**src/rtl/rcbm_pkg.sv**
```systemverilog
// Shared types and constants for the random-coefficient biquad morph core.
// No dependencies; used by the core and its port checker.
package rcbm_pkg;

    localparam int SAMPLE_BITS = 16;
    localparam int COEF_BITS   = 16;
    localparam int COUNT_BITS  = 21;
    localparam int NCOEF       = 5;
    localparam int LEN_BITS    = 20;
    localparam int SF_BITS     = 17;
    localparam int BAR_BITS    = 24;
    localparam int IN_BYTES    = 7;
    localparam int OUT_BYTES   = 14;
    localparam int ADDR_BITS   = 4;

    localparam logic [LEN_BITS-1:0]   CYCLE_LENGTH_RESET    = 20'd22050;
    localparam logic [SF_BITS-1:0]    SMOOTH_FRACTION_RESET = 17'd21845;
    localparam logic [SF_BITS-1:0]    SMOOTH_FULL           = 17'd65536;
    localparam logic [COEF_BITS-1:0]  COEF_HALF             = 16'd32768;

    typedef enum logic [1:0] {
        REG_CYCLE_LENGTH    = 2'd0,
        REG_SMOOTH_FRACTION = 2'd1,
        REG_HOST_SYNC       = 2'd2,
        REG_RANDOM_SEED     = 2'd3
    } reg_idx_t;

    typedef enum logic [3:0] {
        S_IDLE,
        S_SYNC,
        S_MOD,
        S_FMUL,
        S_FSET,
        S_RAND,
        S_FCHK,
        S_FM1,
        S_FM2,
        S_FM3,
        S_FDIV,
        S_FEND,
        S_FILT,
        S_FOUT,
        S_DONE
    } state_t;

endpackage

```
**src/rtl/random_coefficient_biquad_morph_core.sv**
```systemverilog
// Stereo direct-form-I biquad with randomly retargeted, crossfaded coefficients.
// Depends on rcbm_pkg; one shared multiplier and one shift-subtract divider.
//
// One stream item is one stereo frame and gives one result item. The core takes
// one frame at a time: a frame without a crossfade step runs a sync step, two
// channels of five multiply-accumulates through the shared multiplier and an
// output load. A frame inside a crossfade adds, for each of the five
// coefficients, two products and a 16-step divide in the shared divider. A
// frame that retargets adds the fade length product and five generator steps,
// and a 24-step divide for the bar remainder when a resync is pending. s_tready
// is high only while the core waits for a frame; a finished result waits in the
// output register while the next frame is taken.
module random_coefficient_biquad_morph_core
(
    input  logic                                   clk,
    input  logic                                   rst_n,
    input  logic                                   s_tvalid,
    output logic                                   s_tready,
    // left_sample, right_sample, samples_to_next_bar
    input  logic [rcbm_pkg::IN_BYTES*8-1:0]        s_tdata,
    // playback_restart
    input  logic                                   s_tuser,
    output logic                                   m_tvalid,
    input  logic                                   m_tready,
    // left_out, right_out, coef_a0, coef_a1, coef_a2, coef_b1, coef_b2
    output logic [rcbm_pkg::OUT_BYTES*8-1:0]       m_tdata,
    input  logic                                   psel,
    input  logic                                   penable,
    input  logic                                   pwrite,
    input  logic [rcbm_pkg::ADDR_BITS-1:0]         paddr,
    input  logic [31:0]                            pwdata,
    output logic [31:0]                            prdata,
    output logic                                   pready
);
    import rcbm_pkg::*;

    logic [LEN_BITS-1:0]  cyc_len_reg;
    logic [SF_BITS-1:0]   smooth_reg;
    logic                 host_sync_reg;
    logic [31:0]          seed_reg;

    logic signed [SAMPLE_BITS-1:0] xh_reg [2][2];
    logic signed [SAMPLE_BITS-1:0] yh_reg [2][2];
    logic signed [SAMPLE_BITS-1:0] xh_next [2][2];
    logic signed [SAMPLE_BITS-1:0] yh_next [2][2];
    logic signed [COUNT_BITS-1:0]  cnt_reg, cnt_next;
    logic signed [COUNT_BITS-1:0]  rem_reg, rem_next;
    logic [LEN_BITS-1:0]           dur_reg, dur_next;
    logic [COEF_BITS-1:0]          start_reg [NCOEF];
    logic [COEF_BITS-1:0]          start_next [NCOEF];
    logic [COEF_BITS-1:0]          target_reg [NCOEF];
    logic [COEF_BITS-1:0]          target_next [NCOEF];
    logic [COEF_BITS-1:0]          active_reg [NCOEF];
    logic [COEF_BITS-1:0]          active_next [NCOEF];
    logic [31:0]                   rnd_reg, rnd_next;
    logic                          pend_reg, pend_next;

    logic signed [SAMPLE_BITS-1:0] in_smp_reg [2];
    logic [BAR_BITS-1:0]           bar_reg;
    logic                          restart_reg;
    logic signed [SAMPLE_BITS-1:0] yout_reg [2];
    logic signed [SAMPLE_BITS-1:0] yout_next [2];

    state_t                        state_reg, state_next;
    logic [2:0]                    idx_reg, idx_next;
    logic                          ch_reg, ch_next;
    logic [4:0]                    div_cnt_reg, div_cnt_next;
    logic [LEN_BITS-1:0]           div_rem_reg, div_rem_next;
    logic [BAR_BITS-1:0]           div_q_reg, div_q_next;
    logic [LEN_BITS-1:0]           div_d_reg, div_d_next;
    logic [36:0]                   num_reg, num_next;
    logic signed [39:0]            acc_reg, acc_next;
    logic signed [21:0]            mul_a;
    logic signed [17:0]            mul_b;
    logic signed [39:0]            prod_reg;
    logic                          m_valid_reg, m_valid_next;
    logic [OUT_BYTES*8-1:0]        m_data_reg, m_data_next;

    logic                          cfg_wr;
    logic                          in_acc;
    logic                          out_load;
    logic                          pend_eff;
    logic signed [COUNT_BITS-1:0]  cnt_dec;
    logic [LEN_BITS-1:0]           len_eff;
    logic [SF_BITS-1:0]            sf_eff;
    logic [LEN_BITS:0]             div_shift;
    logic                          div_ge;
    logic [LEN_BITS-1:0]           div_rem_step;
    logic [BAR_BITS-1:0]           div_q_step;
    logic [31:0]                   x1, x2, x3;
    logic [36:0]                   num_sum;
    logic [LEN_BITS-1:0]           fade_len;
    logic signed [39:0]            acc_rnd;
    logic signed [23:0]            y_wide;
    logic signed [SAMPLE_BITS-1:0] y_sat;
    logic [2:0]                    term;

    assign pready   = 1'b1;
    assign cfg_wr   = psel && penable && pwrite && pready;
    assign s_tready = (state_reg == S_IDLE);
    assign in_acc   = s_tvalid && s_tready;
    assign m_tvalid = m_valid_reg;
    assign m_tdata  = m_data_reg;
    assign out_load = (state_reg == S_DONE) && (!m_valid_reg || m_tready);

    always_comb
    begin
        unique case (reg_idx_t'(paddr[3:2]))
            REG_CYCLE_LENGTH:    prdata = {12'd0, cyc_len_reg};
            REG_SMOOTH_FRACTION: prdata = {15'd0, smooth_reg};
            REG_HOST_SYNC:       prdata = {31'd0, host_sync_reg};
            REG_RANDOM_SEED:     prdata = seed_reg;
            default:             prdata = '0;
        endcase
    end

    assign pend_eff = host_sync_reg && (pend_reg || restart_reg);
    assign cnt_dec  = ((host_sync_reg && restart_reg) ? '0 : cnt_reg) - COUNT_BITS'(1);
    assign len_eff  = (cyc_len_reg == '0) ? LEN_BITS'(1) : cyc_len_reg;
    assign sf_eff   = (smooth_reg > SMOOTH_FULL) ? SMOOTH_FULL : smooth_reg;

    assign div_shift    = {div_rem_reg, div_q_reg[BAR_BITS-1]};
    assign div_ge       = div_shift >= {1'b0, div_d_reg};
    assign div_rem_step = div_ge ? LEN_BITS'(div_shift - {1'b0, div_d_reg})
                                 : div_shift[LEN_BITS-1:0];
    assign div_q_step   = {div_q_reg[BAR_BITS-2:0], div_ge};

    assign x1 = rnd_reg ^ (rnd_reg << 13);
    assign x2 = x1 ^ (x1 >> 17);
    assign x3 = x2 ^ (x2 << 5);

    assign num_sum  = num_reg + prod_reg[36:0];
    assign fade_len = prod_reg[35:16];

    assign acc_rnd = acc_reg + 40'sd32768;
    assign y_wide  = 24'(acc_rnd >>> 16);
    assign y_sat   = (y_wide > 24'sd32767) ? 16'sh7fff :
                     (y_wide < -24'sd32768) ? 16'sh8000 : y_wide[15:0];
    assign term    = idx_reg - 3'd1;

    always_comb
    begin
        mul_a = '0;
        mul_b = '0;
        unique case (state_reg)
            S_FMUL:
            begin
                mul_a = 22'(cnt_reg);
                mul_b = {1'b0, sf_eff};
            end
            S_FM1:
            begin
                mul_a = {2'b00, dur_reg - rem_reg[LEN_BITS-1:0]};
                mul_b = {2'b00, target_reg[idx_reg]};
            end
            S_FM2:
            begin
                mul_a = {2'b00, rem_reg[LEN_BITS-1:0]};
                mul_b = {2'b00, start_reg[idx_reg]};
            end
            S_FILT:
            begin
                case (idx_reg)
                    3'd0:    mul_a = 22'(in_smp_reg[ch_reg]);
                    3'd1:    mul_a = 22'(xh_reg[ch_reg][0]);
                    3'd2:    mul_a = 22'(xh_reg[ch_reg][1]);
                    3'd3:    mul_a = 22'(yh_reg[ch_reg][0]);
                    3'd4:    mul_a = 22'(yh_reg[ch_reg][1]);
                    default: mul_a = '0;
                endcase
                mul_b = (idx_reg < 3'd5) ? {2'b00, active_reg[idx_reg]} : '0;
            end
            default:
            begin
                mul_a = '0;
                mul_b = '0;
            end
        endcase
    end

    always_comb
    begin
        state_next = state_reg;
        unique case (state_reg)
            S_IDLE:  if (in_acc) state_next = S_SYNC;
            S_SYNC:
            begin
                if (cnt_dec[COUNT_BITS-1] || cnt_dec == '0)
                    state_next = pend_eff ? S_MOD : S_FMUL;
                else
                    state_next = S_FCHK;
            end
            S_MOD:   if (div_cnt_reg == 5'd1) state_next = S_FMUL;
            S_FMUL:  state_next = S_FSET;
            S_FSET:  state_next = S_RAND;
            S_RAND:  if (idx_reg == 3'd4) state_next = S_FCHK;
            S_FCHK:  state_next = rem_reg[COUNT_BITS-1] ? S_FILT : S_FM1;
            S_FM1:   state_next = S_FM2;
            S_FM2:   state_next = S_FM3;
            S_FM3:   state_next = S_FDIV;
            S_FDIV:
            begin
                if (div_cnt_reg == 5'd1)
                    state_next = (idx_reg == 3'd4) ? S_FEND : S_FM1;
            end
            S_FEND:  state_next = S_FILT;
            S_FILT:  if (idx_reg == 3'd5) state_next = S_FOUT;
            S_FOUT:  state_next = ch_reg ? S_DONE : S_FILT;
            S_DONE:  if (out_load) state_next = S_IDLE;
            default: state_next = S_IDLE;
        endcase
    end

    always_comb
    begin
        xh_next      = xh_reg;
        yh_next      = yh_reg;
        cnt_next     = cnt_reg;
        rem_next     = rem_reg;
        dur_next     = dur_reg;
        start_next   = start_reg;
        target_next  = target_reg;
        active_next  = active_reg;
        rnd_next     = rnd_reg;
        pend_next    = pend_reg;
        yout_next    = yout_reg;
        idx_next     = idx_reg;
        ch_next      = ch_reg;
        div_cnt_next = div_cnt_reg;
        div_rem_next = div_rem_reg;
        div_q_next   = div_q_reg;
        div_d_next   = div_d_reg;
        num_next     = num_reg;
        acc_next     = acc_reg;
        m_data_next  = m_data_reg;
        m_valid_next = m_valid_reg && !m_tready;
        unique case (state_reg)
            S_SYNC:
            begin
                if (cnt_dec[COUNT_BITS-1] || cnt_dec == '0)
                begin
                    start_next = active_reg;
                    pend_next  = 1'b0;
                    cnt_next   = COUNT_BITS'(len_eff);
                    if (pend_eff)
                    begin
                        div_rem_next = '0;
                        div_q_next   = bar_reg;
                        div_d_next   = len_eff;
                        div_cnt_next = 5'd24;
                    end
                end
                else
                begin
                    cnt_next  = cnt_dec;
                    pend_next = pend_eff;
                end
            end
            S_MOD:
            begin
                div_rem_next = div_rem_step;
                div_q_next   = div_q_step;
                div_cnt_next = div_cnt_reg - 5'd1;
                if (div_cnt_reg == 5'd1)
                    cnt_next = COUNT_BITS'(div_rem_step);
            end
            S_FSET:
            begin
                rem_next = COUNT_BITS'(fade_len);
                dur_next = (fade_len == '0) ? LEN_BITS'(1) : fade_len;
                idx_next = '0;
            end
            S_RAND:
            begin
                rnd_next             = x3;
                target_next[idx_reg] = x3[31:16];
                idx_next             = idx_reg + 3'd1;
            end
            S_FCHK:
            begin
                idx_next = '0;
                ch_next  = 1'b0;
            end
            S_FM2:   num_next = prod_reg[36:0];
            S_FM3:
            begin
                div_rem_next = num_sum[35:16];
                div_q_next   = {num_sum[15:0], 8'd0};
                div_d_next   = dur_reg;
                div_cnt_next = 5'd16;
            end
            S_FDIV:
            begin
                div_rem_next = div_rem_step;
                div_q_next   = div_q_step;
                div_cnt_next = div_cnt_reg - 5'd1;
                if (div_cnt_reg == 5'd1)
                begin
                    active_next[idx_reg] = div_q_step[COEF_BITS-1:0];
                    idx_next             = idx_reg + 3'd1;
                end
            end
            S_FEND:
            begin
                rem_next = rem_reg - COUNT_BITS'(1);
                idx_next = '0;
                ch_next  = 1'b0;
            end
            S_FILT:
            begin
                if (idx_reg != 3'd0)
                begin
                    if (term >= 3'd3)
                        acc_next = ((idx_reg == 3'd1) ? 40'sd0 : acc_reg) - prod_reg;
                    else
                        acc_next = ((idx_reg == 3'd1) ? 40'sd0 : acc_reg) + prod_reg;
                end
                idx_next = idx_reg + 3'd1;
            end
            S_FOUT:
            begin
                xh_next[ch_reg][1] = xh_reg[ch_reg][0];
                xh_next[ch_reg][0] = in_smp_reg[ch_reg];
                yh_next[ch_reg][1] = yh_reg[ch_reg][0];
                yh_next[ch_reg][0] = y_sat;
                yout_next[ch_reg]  = y_sat;
                ch_next            = 1'b1;
                idx_next           = '0;
            end
            S_DONE:
            begin
                if (out_load)
                begin
                    m_valid_next = 1'b1;
                    m_data_next  = {active_reg[4], active_reg[3], active_reg[2],
                                    active_reg[1], active_reg[0],
                                    yout_reg[1], yout_reg[0]};
                end
            end
            default:
            begin
                idx_next = idx_reg;
            end
        endcase
        if (cfg_wr)
        begin
            if (reg_idx_t'(paddr[3:2]) == REG_CYCLE_LENGTH)
                pend_next = 1'b1;
            if (reg_idx_t'(paddr[3:2]) == REG_RANDOM_SEED)
                rnd_next = (pwdata == '0) ? 32'd1 : pwdata;
        end
    end

    always_ff @(posedge clk or negedge rst_n)
    begin
        if (!rst_n)
        begin
            cyc_len_reg   <= CYCLE_LENGTH_RESET;
            smooth_reg    <= SMOOTH_FRACTION_RESET;
            host_sync_reg <= 1'b1;
            seed_reg      <= 32'd1;
            for (int c = 0; c < 2; c++)
            begin
                for (int k = 0; k < 2; k++)
                begin
                    xh_reg[c][k] <= '0;
                    yh_reg[c][k] <= '0;
                end
            end
            for (int i = 0; i < NCOEF; i++)
            begin
                start_reg[i]  <= '0;
                target_reg[i] <= '0;
                active_reg[i] <= COEF_HALF;
            end
            cnt_reg     <= COUNT_BITS'(1);
            rem_reg     <= COUNT_BITS'(1);
            dur_reg     <= LEN_BITS'(1);
            rnd_reg     <= 32'd1;
            pend_reg    <= 1'b1;
            state_reg   <= S_IDLE;
            idx_reg     <= '0;
            ch_reg      <= 1'b0;
            div_cnt_reg <= '0;
            m_valid_reg <= 1'b0;
        end
        else
        begin
            if (cfg_wr)
            begin
                unique case (reg_idx_t'(paddr[3:2]))
                    REG_CYCLE_LENGTH:    cyc_len_reg   <= pwdata[LEN_BITS-1:0];
                    REG_SMOOTH_FRACTION: smooth_reg    <= pwdata[SF_BITS-1:0];
                    REG_HOST_SYNC:       host_sync_reg <= pwdata[0];
                    REG_RANDOM_SEED:     seed_reg      <= pwdata;
                    default:             seed_reg      <= seed_reg;
                endcase
            end
            xh_reg      <= xh_next;
            yh_reg      <= yh_next;
            start_reg   <= start_next;
            target_reg  <= target_next;
            active_reg  <= active_next;
            cnt_reg     <= cnt_next;
            rem_reg     <= rem_next;
            dur_reg     <= dur_next;
            rnd_reg     <= rnd_next;
            pend_reg    <= pend_next;
            state_reg   <= state_next;
            idx_reg     <= idx_next;
            ch_reg      <= ch_next;
            div_cnt_reg <= div_cnt_next;
            m_valid_reg <= m_valid_next;
        end
    end

    always_ff @(posedge clk)
    begin
        if (in_acc)
        begin
            in_smp_reg[0] <= s_tdata[15:0];
            in_smp_reg[1] <= s_tdata[31:16];
            bar_reg       <= s_tdata[55:32];
            restart_reg   <= s_tuser;
        end
        yout_reg    <= yout_next;
        div_rem_reg <= div_rem_next;
        div_q_reg   <= div_q_next;
        div_d_reg   <= div_d_next;
        num_reg     <= num_next;
        acc_reg     <= acc_next;
        prod_reg    <= mul_a * mul_b;
        m_data_reg  <= m_data_next;
    end

endmodule

```
**config.mk**
```make
export PLATFORM = sky130hd
export DESIGN_NAME = random_coefficient_biquad_morph_core
export DESIGN_NICKNAME = d
export VERILOG_FILES = /design/src/rtl/rcbm_pkg.sv /design/src/rtl/random_coefficient_biquad_morph_core.sv
export SDC_FILE = /design/constraint.sdc
export NUM_CORES = 2
export LEC_CHECK = 0
export BUFFER_PORTS_ARGS = -buffer_cell sky130_fd_sc_hd__buf_4
export CORE_MARGIN = 1.5
export CORE_UTILIZATION = 35
export DETAILED_ROUTE_END_ITERATION = 8
export GPL_TIMING_DRIVEN = 1
export SYNTH_ARGS = -nofsm -noshare
export SYNTH_HDL_FRONTEND = slang
export SYNTH_SLANG_ARGS = --single-unit
```
**constraint.sdc**
```tcl
create_clock -name clk -period 19 [get_ports clk]
set_input_delay 3.8 -clock clk [delete_from_list [all_inputs] [get_ports clk]]
set_output_delay 3.8 -clock clk [all_outputs]
set_load 0.02 [all_outputs]
```
==> After elaboration in Yosys (flattened, before gate mapping) <==
Memories as Yosys holds them, arrays and structs flattened.
Index checks and enable logic that the tools add are counted.
{ "totals": {"ff_bits": 896, "mem_bits_rw": 32, "input_bits": 100, "out_inout_bits": 147, "mem_count": 1} }
{ "op_classes": {"addsub": 11, "n_mul": 1, "magnitude_cmp": 10, "eq_ne": 31, "n_mux": 87, "bitwise": 5, "reduce_logical": 45} }
{ "mem_list": {"columns": ["memory", "words", "width", "rd", "rd_ports_with_merged_regs", "write_ports", "line_no", "rtl"], "rows": [
  ["in_smp_reg", 2, 16, 1, 0, 2, "random_coefficient_biquad_morph_core.sv:58", "logic signed [SAMPLE_BITS-1:0] in_smp_reg [2];"]
]} }
{ "op_table": {"columns": ["cell", "n"], "rows": [
  ["$mux 32", 11],
  ["$bwmux 64", 4],
  ["$mux 16", 12],
  ["$bwmux 80", 2],
  ["$bmux 16 s3", 3],
  ["$mux 20", 7],
  ["$pmux 32 s4", 1],
  ["$pmux 22 s5", 1],
  ["$pmux 22 s4", 1],
  ["$pmux 21 s2", 2],
  ["$mux 40", 2],
  ["$pmux 24 s3", 1],
  ["$pmux 17 s4", 1],
  ["$demux 32 s1", 2],
  ["$xor 32x32->32", 2],
  ["$mux 21", 3],
  ["$pmux 20 s3", 1],
  ["$pmux 4 s15", 1],
  ["$demux 16 s3", 1],
  ["$mux 24", 2],
  ["$add 40x17->40 const B", 1],
  ["$add 40x40->40", 1],
  ["$logic_not 20->1", 2],
  ["$mul 22x18->40", 1],
  ["60 further kinds", 125]
]} }

==> Longest topological paths before layout <==
{ "logic_depth": {"ltp_word": 9, "ltp_mapped": 36} }

==> Least setup slack after synthesis <==
No wires, ideal clock.
{ "synth_path": {"path_kind": "input port to flip-flop", "start": "input port m_tready", "end": "register m_data_reg[0] (netlist: m_tdata[0]), enable pin", "setup_time_ns": 0.743, "t_arrival_ns": 11.990, "setup_slack_ns": 6.267, "path_stages": 2, "path_buffers": 0, "cell_sequence": "nand2b_1 -> nor3b_1"} }
{ "synth_between": {"elab_chain_len": 3} }
{ "synth_rtl": {"columns": ["element", "line_no", "rtl"], "rows": [
  ["start, declared", "random_coefficient_biquad_morph_core.sv:24", "input logic m_tready,"],
  ["$logic_or 1x1->1", "random_coefficient_biquad_morph_core.sv:104", "assign out_load = (state_reg == S_DONE) && (!m_valid_reg || m_tready);"],
  ["$logic_and 1x1->1", "random_coefficient_biquad_morph_core.sv:104", null],
  ["$reduce_and 2->1 (no line)", null, null],
  ["end signal, assigned", "random_coefficient_biquad_morph_core.sv:433", "m_data_reg <= m_data_next;"],
  ["end, declared", "random_coefficient_biquad_morph_core.sv:77", "logic [OUT_BYTES*8-1:0] m_data_reg, m_data_next;"]
]} }
No other way between the ends.
A chain may end at the register's enable or synchronous reset.

==> Worst setup path after layout <==
{ "layout_path": {"start": "register idx_reg[2]", "end": "register prod_reg[39]"} }
{ "layout_between": {"elab_chain_len": 7, "elab_cells_between_ends": 21} }
{ "layout_rtl": {"columns": ["element", "line_no", "rtl"], "rows": [
  ["start, declared", "random_coefficient_biquad_morph_core.sv:65", "logic [2:0] idx_reg, idx_next;"],
  ["start signal, assigned", "random_coefficient_biquad_morph_core.sv:410", "idx_reg <= idx_next;"],
  ["$not 3->4 (not written as such)", "random_coefficient_biquad_morph_core.sv:154, random_coefficient_biquad_morph_core.sv:159, random_coefficient_biquad_morph_core.sv:171", null],
  ["$bmux 16 s3", "random_coefficient_biquad_morph_core.sv:171", "mul_b = (idx_reg < 3'd5) ? {2'b00, active_reg[idx_reg]} : '0;"],
  ["$mux 16 (not written as such) (2 in a row)", "random_coefficient_biquad_morph_core.sv:171", null],
  ["$mux 16", "random_coefficient_biquad_morph_core.sv:171", null],
  ["$pmux 17 s4", "random_coefficient_biquad_morph_core.sv:145", "unique case (state_reg)"],
  ["$mul 22x18->40 *", "random_coefficient_biquad_morph_core.sv:432", "prod_reg <= mul_a * mul_b;"],
  ["end signal, assigned", "random_coefficient_biquad_morph_core.sv:432", null],
  ["end, declared", "random_coefficient_biquad_morph_core.sv:75", "logic signed [39:0] prod_reg;"]
]} }
Mark *: on every way between the ends. The rest lies on a longest branch, timed or not. The select of a mux whose other input is x is not followed.

==> metrics <==
Reg2Reg Depth 28; CTS clk-pin slew, worst paths ~0.06 ns; final std cells w/o fill 8,347; I/O Buffers roughly 240; Post-Syn Area per Cell about 10 um^2; count leader, synth nand2_1; Top FF cell, synth dfrtp_1; placed cell areas approximately 64,000 um^2; Die ar. between 150,000 and 200,000 um^2; RR Endpoint prod_reg[39]; first-pass GRT wire length 278,000 um; Least-Margin Pin Slew approximately 1.3 ns; Slew Viols, Final 0; synth cell count leaders nand2_1, inv_1, dfrtp_1; Critical Path End prod_reg[39]; internal power 5.18 mW; largest net degree at the start of global routing about 170; critical path's most frequent cell fa_1; Die X-Extent between 400 and 500 um; core box area 168,000 um^2; async set or reset register ratio after synthesis 58.9%; Cell Area, Synth roughly 59,000 um^2; combinational power share around 45%; fin crit period between 10 and 15 ns; # setup viols final 0; Final Skew 0.0415 ns; grt ovf 0; max FFs per register 112; flops & latches, synth roughly 930; top post-synthesis cells by area dfrtp_1, edfxtp_1, fa_1; share of power burned in registers between 30% and 40%; max frequency roughly 90 MHz; power density over the cells ~140 nW/um^2; required time of the critical path 19.61 ns; share of the synthesized area in the top cell type a little over a fifth; Switching Fraction around 43%; DR vias around 46,000; row count 150; xor-xnor portion of the synthesized cell area around 3.8%; number of max-cap violations 0; synth unique cells 87; Resized Gates After CTS 0; Initial Util 35.4%; critical path startpoint idx_reg[2]; mux cell area share after synthesis approximately 6.4%; num ports between 200 and 250; Max stage delay on crit path roughly 0.81 ns; Pleak about 30 nW; DPL Wire Length approximately 140,000 um; layout cells sized above 1 a little over an eighth; reg2reg start idx_reg[2]; Yosys top cell by area dfrtp_1; maximum vdd drop just under 90 uV; vias in the first global route about 44,000; worst min-delay path category reg -> reg; DR WL/cell roughly 22 um; CP startpoint kind register; CTS Buf Count 100; dpl ws approximately 8.0 ns; RSZ-0062 raised after global routing no; CP max-delay cell dfrtp_4; Die Ht approximately 410 um; final hold viol count 0; Routed Antenna Nets 0; Syn-to-layout area delta 13.0%; Pre-Repair DR Iteration Count 5; Synth Area in Compound Gates 12.6%; # hold bufs at CTS 0; r2r setup slk ~7.7 ns; root buf cell clkbuf_16; adder-cell share of the synthesized area 17.0%; EDFF count, synth 341; nets around 6,700; Tcrit/Tclk final about three fifths; status finished clean; total chip power approximately 9 mW; CP max FO between 40 and 50; setup ws final about 7.7 ns; DRC 0; setup bufs post-CTS 0; Max clock buf depth 3; Vias/cell 5.46; largest family of logic cells by synthesized area adder cells; Layout Utilization around 40%; DRT iter0 DRCs about 4,000; Post-Syn Instances 5,886; CTS sink count a little over 900; Sw Pwr roughly 4.0 mW; hold_ws just over 0.4 ns; clock latency on the worst-skew pair approximately 0.75 ns; Fin Setup TNS 0 ns; WP data arrival ~12 ns; synth warn 0; syn_nets 6,573; placer congestion estimate roughly 0.96; Synth Area in Simple Gates a little over an eighth; clock network fraction of total power approximately 22%; CTS tree yes; initial antenna violation count 4; DP Cell Count approximately 8,000; fillcell total around 16,000; Final Instance Area ~67,000 um^2; Slew headroom approximately a tenth; crit end category register; final WL between 150,000 and 200,000 um; CTS H-tree lvls 3; Setup CP Type reg -> reg; Seq/Total Area, Yosys roughly two fifths; Total GRT Usage a little over a fifth
-- area by class of cell --
class                      count  area [um^2]  area share, %
clock buffer                 136         2820           4.21
inverter                     548         2060           3.07
timing repair buffer         325         2460           3.67
tap                         2204         2760           4.12
antenna                        1         2.50        0.00374
clock inverter                52          522          0.779
sequential                   928        24800           37.0
multi-input combinational   4153        31600           47.2
-- per-layer routing --
layer,part of all wire [%],vias to the layer above,GRT usage (%)
met5,0.0071,-,0
met4,4.1,2,8.16
met3,6.6,282,3.07
met2,46,1589,33.4
met1,43,23200,28.9
li1,-,20500,-
-- how the worst min path moves through the flow --
stage / from / endpoint / slack, ns / cells after the start
floorplan: yout_reg[16] / m_tdata[0] / 0.40 / 0
global placement: yout_reg[17] / m_tdata[1] / 0.40 / 0
detailed placement: yout_reg[16] / m_tdata[0] / 0.40 / 0
CTS: yout_reg[15] / m_tdata[31] / 0.41 / 0
global route: yout_reg[8] / m_tdata[24] / 0.42 / 0
finish: yout_reg[12] / m_tdata[28] / 0.41 / 0
-- worst max-delay path: cells and delay by family, from the launching register on --
| kind | cells | cell delay [ns] |
|---|---|---|
| compound gates | 10 | 4.30 |
| fa+ha+maj | 8 | 3.96 |
| buf+inv | 6 | 1.37 |
| flops | 1 | 0.81 |
| simple gates | 4 | 0.60 |
-- cell families after synthesis --
logic type | after synthesis
buf+inv | 805
fa+ha+maj | 587
mux | 352
xor+xnor | 254
simple gates | 1805
other cells | 1
compound gates | 1154
flops | 928
-- cell usage in the layout, fill, tap and decap left out, types with 23 or more instances in the layout --
cell type	n
edfxtp_1	341
xnor2_1	169
mux2i_1	131
and2_1	35
a31oi_1	36
nand3_1	76
a21o_1	67
or3_1	27
ha_1	223
a221o_1	23
nor2_1	378
nor2b_1	77
xor2_1	85
o211ai_1	41
mux2_2	219
dfxtp_1	40
fa_1	364
a22oi_1	61
dfstp_2	26
nor4_1	31
dfrtp_1	517
inv_1	544
o21ai_0	309
nand2b_1	31
buf_4	323
a21oi_1	253
a221oi_1	34
and3_1	44
nand2_1	945
o22ai_1	59
a22o_1	27
nor3_1	62
clkbuf_16	102
o21a_1	27
-- power groups by stage --
stage / sequential, mW / clock (mW) / combinational, mW
2_1_floorplan: 2.89 / 0 / 2.87
3_3_place_gp: 3.08 / 0 / 3.98
3_5_place_dp: 3.10 / 0 / 4.04
4_1_cts: 3.06 / 2.02 / 4.07
5_1_grt: 3.11 / 2.09 / 4.50
6_report: 3.07 / 1.98 / 4.10
No activity file was read; power rests on OpenSTA's default activity.
